### src/design/ilid_pkg.sv
`timescale 1ns / 1ps
// ----------------------------------------------------------------------------
// ilid_pkg - shared types and constants for the indexed list block
// Opcode and status codes, fixed port widths and the flag group of the
// shared index/compare unit.
// ----------------------------------------------------------------------------
package ilid_pkg;

  localparam int OP_W      = 3;
  localparam int POS_W     = 7;
  localparam int VALUE_W   = 32;
  localparam int STATUS_W  = 3;
  localparam int COUNT_W   = 7;

  localparam int DEF_CAPACITY      = 64;
  localparam int DEF_ELEMENT_WIDTH = 32;

  typedef enum logic [OP_W-1:0] {
    OP_INSERT = 3'd0,
    OP_DELETE = 3'd1,
    OP_GET    = 3'd2,
    OP_LOCATE = 3'd3,
    OP_CLEAR  = 3'd4
  } op_t;

  typedef enum logic [STATUS_W-1:0] {
    ST_OK       = 3'd0,
    ST_BADPOS   = 3'd1,
    ST_FULL     = 3'd2,
    ST_EMPTY    = 3'd3,
    ST_NOTFOUND = 3'd4
  } status_t;

  // compare results of the shared unit
  typedef struct packed {
    logic below;  // idx <  bound
    logic above;  // idx >  bound
    logic hit;    // elem == key
  } unit_flags_t;

endpackage

### src/design/indexed_list_insert_delete_top.sv
`timescale 1ns / 1ps
// ----------------------------------------------------------------------------
// indexed_list_insert_delete_top - bounded ordered list in a two-port store
// Insert, delete, get, locate and clear on a list of up to CAPACITY
// elements, one result item per input item.
// ----------------------------------------------------------------------------
// One item is handled at a time; in_ready is low from acceptance until the
// result is moved into the output register. The list lives in a RAM with one
// write and one registered read port, so every element that moves is first
// read and then written back one place over. The next item may be accepted
// while the previous result still waits for out_ready.
// ----------------------------------------------------------------------------
module indexed_list_insert_delete_top #(
  parameter int CAPACITY      = ilid_pkg::DEF_CAPACITY,
  parameter int ELEMENT_WIDTH = ilid_pkg::DEF_ELEMENT_WIDTH
) (
  input  logic                          clk,
  input  logic                          rst,
  // input item channel
  input  logic                          in_valid,
  output logic                          in_ready,
  input  logic [ilid_pkg::OP_W-1:0]     opcode,
  input  logic [ilid_pkg::POS_W-1:0]    position,
  input  logic [ilid_pkg::VALUE_W-1:0]  value_in,
  // result item channel
  output logic                          out_valid,
  input  logic                          out_ready,
  output logic [ilid_pkg::STATUS_W-1:0] status,
  output logic [ilid_pkg::VALUE_W-1:0]  data_out,
  output logic [ilid_pkg::COUNT_W-1:0]  count
);
  import ilid_pkg::*;

  // IW addresses the store, CW holds a length 0..CAPACITY
  localparam int IW   = (CAPACITY > 1) ? $clog2(CAPACITY) : 1;
  localparam int CW   = $clog2(CAPACITY + 1);
  localparam int CMPW = (CW > POS_W) ? CW : POS_W;

  typedef enum logic [3:0] {
    S_IDLE,
    S_CHECK,     // range checks, issue first read
    S_UP_RD,     // insert: read element j-1 if j > pos
    S_UP_WR,     // insert: write it to j
    S_INS_WR,    // insert: write new value at pos
    S_DEL_CAP,   // delete: capture removed element
    S_DN_RD,     // delete: read element k if k < length
    S_DN_WR,     // delete: write it to k-1
    S_GET_CAP,   // get: capture element
    S_LOC_RD,    // locate: read element j if j < length
    S_LOC_CMP,   // locate: compare against key
    S_DONE       // wait for a free output register
  } state_t;

  state_t             state;
  op_t                op;
  logic [POS_W-1:0]   pos;
  logic [ELEMENT_WIDTH-1:0] key;
  logic [CW-1:0]      j;          // loop index, wide enough to hold a length 0..CAPACITY
  logic [CW-1:0]      fill;       // current list length
  status_t            res_status;
  logic [VALUE_W-1:0] res_data;

  // element store
  logic [ELEMENT_WIDTH-1:0] mem [CAPACITY];
  logic [ELEMENT_WIDTH-1:0] rdata;
  logic [IW-1:0]            rd_addr;
  logic [IW-1:0]            wr_addr;
  logic [ELEMENT_WIDTH-1:0] wdata;
  logic                     mem_we;

  // shared unit
  logic [CW-1:0] u_idx;
  logic [CW-1:0] u_bound;
  logic [CW-1:0] u_next;
  logic [CW-1:0] u_prev;
  unit_flags_t   u_flags;

  logic [IW-1:0] pos_idx;

  assign pos_idx  = IW'(pos);
  assign in_ready = (state == S_IDLE);

  ilid_unit #(
    .IDX_W  (CW),
    .ELEM_W (ELEMENT_WIDTH)
  ) u_unit (
    .idx   (u_idx),
    .bound (u_bound),
    .elem  (rdata),
    .key   (key),
    .flags (u_flags),
    .next  (u_next),
    .prev  (u_prev)
  );

  // operand and store port steering
  always_comb begin
    u_idx   = j;
    u_bound = fill;
    rd_addr = j[IW-1:0];
    mem_we  = 1'b0;
    wr_addr = j[IW-1:0];
    wdata   = rdata;
    unique case (state)
      S_CHECK: begin
        rd_addr = pos_idx;
      end
      S_UP_RD: begin
        // loop runs while j > pos
        u_bound = CW'(pos);
        rd_addr = u_prev[IW-1:0];
      end
      S_UP_WR: begin
        mem_we = 1'b1;
      end
      S_INS_WR: begin
        mem_we  = 1'b1;
        wr_addr = pos_idx;
        wdata   = key;
      end
      S_DEL_CAP: begin
        u_idx = CW'(pos);
      end
      S_DN_WR: begin
        mem_we  = 1'b1;
        wr_addr = u_prev[IW-1:0];
      end
      default: begin
      end
    endcase
  end

  always_ff @(posedge clk) begin
    if (mem_we) begin
      mem[wr_addr] <= wdata;
    end
    rdata <= mem[rd_addr];
  end

  // sequencer and output register
  always_ff @(posedge clk) begin
    if (rst) begin
      state     <= S_IDLE;
      fill      <= '0;
      out_valid <= 1'b0;
    end else begin
      // S_DONE reloads the output register itself
      if (out_valid && out_ready && state != S_DONE) begin
        out_valid <= 1'b0;
      end
      unique case (state)
        S_IDLE: begin
          if (in_valid) begin
            op    <= op_t'(opcode);
            pos   <= position;
            key   <= ELEMENT_WIDTH'(value_in);
            state <= S_CHECK;
          end
        end
        S_CHECK: begin
          res_data <= '0;
          unique case (op)
            OP_INSERT: begin
              if (CMPW'(pos) > CMPW'(fill)) begin
                res_status <= ST_BADPOS;
                state      <= S_DONE;
              end else if (fill == CW'(CAPACITY)) begin
                res_status <= ST_FULL;
                state      <= S_DONE;
              end else begin
                j     <= fill;
                state <= S_UP_RD;
              end
            end
            OP_DELETE: begin
              if (fill == '0) begin
                res_status <= ST_EMPTY;
                state      <= S_DONE;
              end else if (CMPW'(pos) >= CMPW'(fill)) begin
                res_status <= ST_BADPOS;
                state      <= S_DONE;
              end else begin
                state <= S_DEL_CAP;
              end
            end
            OP_GET: begin
              if (CMPW'(pos) >= CMPW'(fill)) begin
                res_status <= ST_BADPOS;
                state      <= S_DONE;
              end else begin
                state <= S_GET_CAP;
              end
            end
            OP_LOCATE: begin
              j     <= '0;
              state <= S_LOC_RD;
            end
            OP_CLEAR: begin
              fill       <= '0;
              res_status <= ST_OK;
              state      <= S_DONE;
            end
            default: begin
              res_status <= ST_BADPOS;
              state      <= S_DONE;
            end
          endcase
        end
        S_UP_RD: begin
          state <= u_flags.above ? S_UP_WR : S_INS_WR;
        end
        S_UP_WR: begin
          j     <= u_prev;
          state <= S_UP_RD;
        end
        S_INS_WR: begin
          fill       <= CW'(fill + 1'b1);
          res_status <= ST_OK;
          state      <= S_DONE;
        end
        S_DEL_CAP: begin
          res_data <= VALUE_W'(rdata);
          j        <= u_next;
          state    <= S_DN_RD;
        end
        S_DN_RD: begin
          if (u_flags.below) begin
            state <= S_DN_WR;
          end else begin
            fill       <= CW'(fill - 1'b1);
            res_status <= ST_OK;
            state      <= S_DONE;
          end
        end
        S_DN_WR: begin
          j     <= u_next;
          state <= S_DN_RD;
        end
        S_GET_CAP: begin
          res_data   <= VALUE_W'(rdata);
          res_status <= ST_OK;
          state      <= S_DONE;
        end
        S_LOC_RD: begin
          if (u_flags.below) begin
            state <= S_LOC_CMP;
          end else begin
            res_status <= ST_NOTFOUND;
            state      <= S_DONE;
          end
        end
        S_LOC_CMP: begin
          if (u_flags.hit) begin
            res_data   <= VALUE_W'(j);
            res_status <= ST_OK;
            state      <= S_DONE;
          end else begin
            j     <= u_next;
            state <= S_LOC_RD;
          end
        end
        S_DONE: begin
          if (!out_valid || out_ready) begin
            out_valid <= 1'b1;
            status    <= res_status;
            data_out  <= res_data;
            count     <= COUNT_W'(fill);
            state     <= S_IDLE;
          end else begin
            out_valid <= 1'b1;
          end
        end
        default: begin
          state <= S_IDLE;
        end
      endcase
    end
  end

  // ---------------------------------------------------------------------------
  // assertions
  // ---------------------------------------------------------------------------

  // length never grows past the store
  a_fill_bound: assert property (@(posedge clk) disable iff (rst)
    fill <= CW'(CAPACITY))
    else $error("list length exceeds capacity");

  // one item at a time
  a_busy_after_accept: assert property (@(posedge clk) disable iff (rst)
    (in_valid && in_ready) |=> !in_ready)
    else $error("accepted a second item while busy");

  // store is written only while an item is in work
  a_write_busy: assert property (@(posedge clk) disable iff (rst)
    mem_we |-> (state != S_IDLE && state != S_DONE && state != S_CHECK))
    else $error("store written outside an operation");

  // a successful insert grows the list by one
  a_insert_grows: assert property (@(posedge clk) disable iff (rst)
    (state == S_INS_WR) |=> (fill == CW'($past(fill) + 1'b1)))
    else $error("insert did not grow the list");

endmodule

### src/design/ilid_unit.sv
`timescale 1ns / 1ps
// ----------------------------------------------------------------------------
// ilid_unit - shared index step and compare unit
// One incrementer, one decrementer, two magnitude compares and one element
// equality compare, reused by every loop of the sequencer.
// ----------------------------------------------------------------------------
module ilid_unit #(
  parameter int IDX_W  = 7,
  parameter int ELEM_W = 32
) (
  input  logic [IDX_W-1:0]        idx,
  input  logic [IDX_W-1:0]        bound,
  input  logic [ELEM_W-1:0]       elem,
  input  logic [ELEM_W-1:0]       key,
  output ilid_pkg::unit_flags_t   flags,
  output logic [IDX_W-1:0]        next,
  output logic [IDX_W-1:0]        prev
);
  import ilid_pkg::*;

  assign next        = idx + 1'b1;
  assign prev        = idx - 1'b1;
  assign flags.below = (idx < bound);
  assign flags.above = (idx > bound);
  assign flags.hit   = (elem == key);

endmodule
### config.mk
export PLATFORM = sky130hd
export DESIGN_NAME = indexed_list_insert_delete_top
export DESIGN_NICKNAME = d
export VERILOG_FILES = /design/src/design/ilid_pkg.sv /design/src/design/indexed_list_insert_delete_top.sv /design/src/design/ilid_unit.sv
export SDC_FILE = /design/constraint.sdc
export NUM_CORES = 2
export LEC_CHECK = 0
export BUFFER_PORTS_ARGS = -buffer_cell sky130_fd_sc_hd__buf_4
export CORE_ASPECT_RATIO = 1.4
export CORE_UTILIZATION = 40
export CTS_CLUSTER_DIAMETER = 60
export DETAILED_ROUTE_END_ITERATION = 10
export PLACE_DENSITY = 0.59
export SLEW_MARGIN = 10
export SYNTH_ARGS = -nofsm -noshare
export SYNTH_HDL_FRONTEND = slang
export SYNTH_SLANG_ARGS = --single-unit
### constraint.sdc
create_clock -name clk -period 6.65 [get_ports clk]
set_input_delay 0.9975 -clock clk [delete_from_list [all_inputs] [get_ports clk]]
set_output_delay 0.9975 -clock clk [all_outputs]
set_load 0.01 [all_outputs]
# Yosys cells after proc, flatten, opt, wreduce, memory -nomap -nowiden
# Memories as Yosys holds them, arrays and structs flattened. A register that Yosys moved wholly into a read port is not among the register bits.
# Cells that the tools add are included.
# W data, S select, Z words.
# word_totals
ff_bits	138
memories	1
out_inout_bits	44
wordCells	117
inputBits	46
mem_bits_rw	2048
# memory_table
memory	words	word_bits	read_ports	rd_clocked_by_memory_dff	write_ports	line_no	text
mem	64	32	1	1	1	indexed_list_insert_delete_top.sv:64	logic [ELEMENT_WIDTH-1:0] mem [CAPACITY];
# classes
reduce_logical	23
mux	42
bitwise_logic	1
magnitude_cmp	4
n_eq_ne	30
addsub	4
# op_table
operator	count
$pmux W32 S3	1
$mux W32	2
$mux W7	7
$pmux W4 S10	1
$eq A32 B32 Y1	1
$pmux W3 S5	2
$mux W4	7
$pmux W7 S4	1
$mux W3	8
$pmux W6 S2	2
$pmux W7 S3	1
$eq A4 B3 Y1 const B	4
$eq A4 B4 Y1 const B	4
$pmux W4 S4	1
$add A7 B1 Y7 const B	2
$gt A7 B7 Y1	2
$ne A2 B2 Y1 const B	7
$pmux W7 S2	1
$sub A7 B1 Y7 const B	2
$reduce_and A3 Y1	4
$eq A4 B2 Y1 const B	2
$ne A4 B4 Y1 const B	2
$eq A7 B7 Y1 const B	1
$ge A7 B7 Y1	1
26 further kinds	38

# Logic depth before layout (Yosys ltp)
# depth
word_depth	5
depth_mapped	17
mapped_depth_nobuf	12

# Modules after synthesis
# A second synthesis with hierarchy kept.
# unflattened
hier_cells	6094
hier_area_um2	87695.4
# by_module_without_submodules
module	cells_each	area_each_um2	instances	seq_area_each_um2
indexed_list_insert_delete_top	6000	86983.4	1	66163.5
ilid_unit	94	711.9	1	0.0

# Least setup slack after synthesis
# OpenSTA, ideal clock, no wires.
# synth_timing
kind	register to register
start	register state[2]
end	memory mem[32][0] (netlist bit), enable pin
setup_slack_ns	1.212
stages_incl_launch_ff	14
n_path_buf	3
period_less_slack_ns	5.438
required_ns	6.182
t_arrival_ns	4.971
setup_time_ns	0.468
cell_sequence	dfxtp_1 -> buf_2 -> and4bb_2 -> buf_4 -> mux2_2 -> inv_1 -> ha_1 -> o21a_1 -> xnor2_2 -> a31oi_1 -> o21ai_2 -> nand2_1 -> buf_2 -> nor3b_1
# synth_between
elab_chain_len	5
elab_cells_between_ends	11
# synth_lines
item	line_no	text
from (decl)	indexed_list_insert_delete_top.sv:54	state_t state;
from (signal assigned)	indexed_list_insert_delete_top.sv:210	state <= u_flags.above ? S_UP_WR : S_INS_WR;
parallel branches: the longest is 5 deep, another holds $sub A7 B1 Y7	--	
to (decl)	indexed_list_insert_delete_top.sv:64	
# Parallel ways; which one is timed is not known.

# Worst setup path after layout
# layout_timing
start	register state[2]
end	register rdata[20], read port of mem
# layout_between
elab_chain_len	4
elab_cells_between_ends	6
# layout_lines
item	line_no	text
$eq A4 B3 Y1	indexed_list_insert_delete_top.sv:104	unique case (state)
$mux W7	indexed_list_insert_delete_top.sv:104	
$sub A7 B1 Y7	ilid_unit.sv:22	assign prev = idx - 1'b1;
$pmux W6 S2 (*)	indexed_list_insert_delete_top.sv:104	
to (decl)	indexed_list_insert_delete_top.sv:65	logic [ELEMENT_WIDTH-1:0] rdata;
# Mark *: on every way between the ends. The rest lies on a longest branch, timed or not.
# A chain may end at the register's enable or synchronous reset.

==> out/results.tsv <==
metric	value	unit
clk_path_buf_depth	4	
critPathSlowestCell	o21ai_0	
nets	6551	
async_flop_share	0	%
vdd_drop_max	0.000417	V
setup_viol	0	
place_congestion	0.873	
setup-tns-final	0	ns
num_vias	56100	
overflow	0	
path_common_cell	mux2_2	
clkPwrFrac	23.1	%
dominantRegCellSynth	edfxtp_1	
arrival	6.46	ns
synthDistinctLibCells	70	
hold_viol	0	
hold_end	key[18]	
cts_resized	0	
die_w	400	um
start_util	40.2	%
grt_pass1_wl	381000	um
critical_path_buf_inv_count	2	
cp_max_fo	28	
totalPowerFinal	0.0514	W
slew_headroom	9.71	%
crit_chain	and4bb_2 > mux2_2 > inv_1 > ha_1 > nand2_1 > mux2_2 > o31ai_1 > and3_1 > nor2_4 > buf_4 > a32o_1 > o21ai_0 > nand4_1	
clock_latency	0.86	ns
pwr-share-seq	35.1	%
rsz0062_at_grt	no	
r2r_slack	0.85	ns
rows	204	
wirelength	266000	um
status	finished clean	
critical_path_class	reg2reg	
swShare	41.1	%
cts_buffers	205	
internal_power	0.0303	W
dp.cells	9160	
grt_antenna_before_repair	8	
max_cap_violations	0	
hold_class	in2reg	
post_drt_wl_per_cell	27.9	um
cts.sinks	2218	
timing.rr.start	state[2]	
core_area	221000	um^2
drc_errors	0	
fin_skew	0.0480	ns
cts-root-buf	clkbuf_16	
r2r_cells	13	
synth_nets	6504	
synth_edf_count	2174	
dr.first_iter.drc_count	6812	
p_leak	33.5	nW
end_kind	flop	
layout.cells.non_filler	9531	
ys_seq_elements	2218	
drv_slew	0	
dieArea	224000	um^2
via_per_inst	5.88	
syn-cell-area	88600	um^2
switchingPower	0.0211	W
combinationalPowerShare	41.8	%
first_pass_iters	6	
io_buffers	89	
fillers	19300	
ios	90	
hold_depth	1	
avgSynthCellArea	13.8	um^2
fin_util	45.4	%
drive_above_1_share	11.0	%
power_density	513	nW/um^2
cp_top_family	simple AND/OR/NAND/NOR gates	
grt_pass1_vias	53700	
yosys_warnings	0	
cts_tree	built	
syn_to_final_growth	13.0	%
fin_crit	5.80	ns
cts.hold.buffers_added	0	
max_freq	0.172	GHz
start_kind	flop	
worst_pin_slew	1.34	ns
dp_hpwl	151000	um
die_h	559	um
synthCells	6436	
r2r-end	rdata[20]	
required	7.31	ns
period_share	87.2	%
grtUsageTotal	23.3	%
path_clk_slew	0.07	ns
grt_max_degree	134	
yosysSeqAreaShare	74.6	%
cpPeakStageDelay	1.02	ns
cts_setup_buffers	0	
detail-route-antenna-nets	0	
hp-start	value_in[18]	
htreeDepth	4	
-- how the worst max path moves through the flow --
stage	startpoint	end	slack, ns	cells past startpoint
2_1_floorplan	state[2]	mem[32][0]	1.21	13
3_3_place_gp	state[2]	rdata[19]	1.06	13
3_5_place_dp	state[2]	rdata[20]	1.05	13
4_1_cts	state[2]	rdata[20]	1.02	13
5_1_grt	state[2]	rdata[20]	0.80	13
6_report	state[2]	rdata[20]	0.85	13
-- worst register-to-register path, stage by stage (launching register included) --
cell and delay [ns]:
dfxtp_1 0.74, and4bb_2 0.59, mux2_2 0.42, inv_1 0.13, ha_1 0.25, nand2_1 0.13, mux2_2 0.30, o31ai_1 0.29
and3_1 0.63, nor2_4 0.28, buf_4 0.35, a32o_1 0.29, o21ai_0 1.02, nand4_1 0.19
-- layout by cell type, fill, tap and decap left out, types with 33 or more instances in the layout --
cell          n
a211oi_1    250
a21oi_1      39
a31oi_1     254
a32o_1      248
and3_1      254
buf_12       35
buf_4       273
clkbuf_1     53
clkbuf_16   209
dfxtp_1      44
edfxtp_1   2174
mux2_2       33
nand2_1    1559
nand3_1     524
nand4_1      41
nor2_4       45
o21ai_0     106
o21ai_1      36
xnor2_1      40
-- synthesized netlist by cell type (20+ instances only) --
cell,n,area share [%]
nand2_1,1559,6.6
xnor2_1,40,0.40
a31oi_1,254,1.8
a211oi_1,250,2.1
edfxtp_1,2174,74
a21oi_1,39,0.22
nand4_1,41,0.29
and2_1,29,0.20
mux2_2,36,0.46
inv_1,20,0.085
ha_1,21,0.30
buf_4,20,0.17
nor3_1,32,0.18
mux2i_1,20,0.23
buf_1,31,0.13
o21ai_0,108,0.61
nor2_1,75,0.32
buf_2,146,0.82
clkbuf_1,268,1.1
o21ai_1,34,0.19
a32o_1,248,2.8
nand3_1,524,3.0
and3_1,254,1.8
dfxtp_1,44,0.99
-- power groups by stage --
| stage | sequential (W) | combinational (W) | clock (W) |
|---|---|---|---|
| 4_1_cts | 0.0180 | 0.0213 | 0.0120 |
| 5_1_grt | 0.0180 | 0.0227 | 0.0125 |
| 2_1_floorplan | 0.0181 | 0.0127 | 0 |
| 6_report | 0.0180 | 0.0215 | 0.0119 |
| 3_3_place_gp | 0.0183 | 0.0211 | 0 |
| 3_5_place_dp | 0.0183 | 0.0212 | 0 |
-- cells by family (layout without fill, tap and decap cells) --
family / count (synthesis) / after routing / share of synthesized area (%)
compound gates: 1023 / 1023 / 8.57
xor+xnor: 49 / 49 / 0.501
fa+ha+maj: 22 / 22 / 0.319
buf+inv: 492 / 701 / 2.42
flops: 2218 / 2218 / 74.6
mux: 58 / 58 / 0.714
other cells: 0 / 2 / 0
simple gates: 2574 / 2574 / 12.8
-- flip-flops by register name (all words and copies together), names as in the netlist --
| register | count |
|---|---|
| res_data | 32 |
| key | 32 |
| res_status | 3 |
| j | 7 |
| out_valid | 1 |
| state | 4 |
| op | 3 |
| count | 7 |
| mem | 2048 |
| pos | 7 |
| status | 3 |
| rdata | 32 |
| data_out | 32 |
| fill | 7 |
-- through the flow --
| stage | setup WS, ns | hold WS, ns | area (um^2) |
|---|---|---|---|
| 2_1_floorplan | 1.21 | 0.400 | 88600 |
| 3_3_place_gp | 1.06 | 0.403 | 93400 |
| 3_5_place_dp | 1.05 | 0.405 | 93500 |
| 4_1_cts | 1.02 | 0.266 | 100000 |
| 5_1_grt | 0.799 | 0.280 | 100000 |
| 6_report | 0.849 | 0.308 | 100000 |
-- layer usage --
layer | vias to the layer above | share of wire (%) | track usage [%]
met1 | 28500 | 39 | 29.8
li1 | 24500 | - | -
met2 | 2557 | 49 | 38.6
met5 | - | 0.0049 | 0
met3 | 539 | 7.4 | 3.47
met4 | 2 | 5.3 | 11.2
-- final cells by class --
cell class              count  area [um^2]  area share, %
clock buffers             275         5610           5.60
flip-flops and latches   2218        66200           66.1
diodes                      2         5.00        0.00500
clock inverters            94         1040           1.04
repair buffers            310         2810           2.80
multi-input cells        3726        20800           20.8
inverters                  22         82.6         0.0824
well taps                2884         3610           3.60
Power figures use the tool's default switching activity.
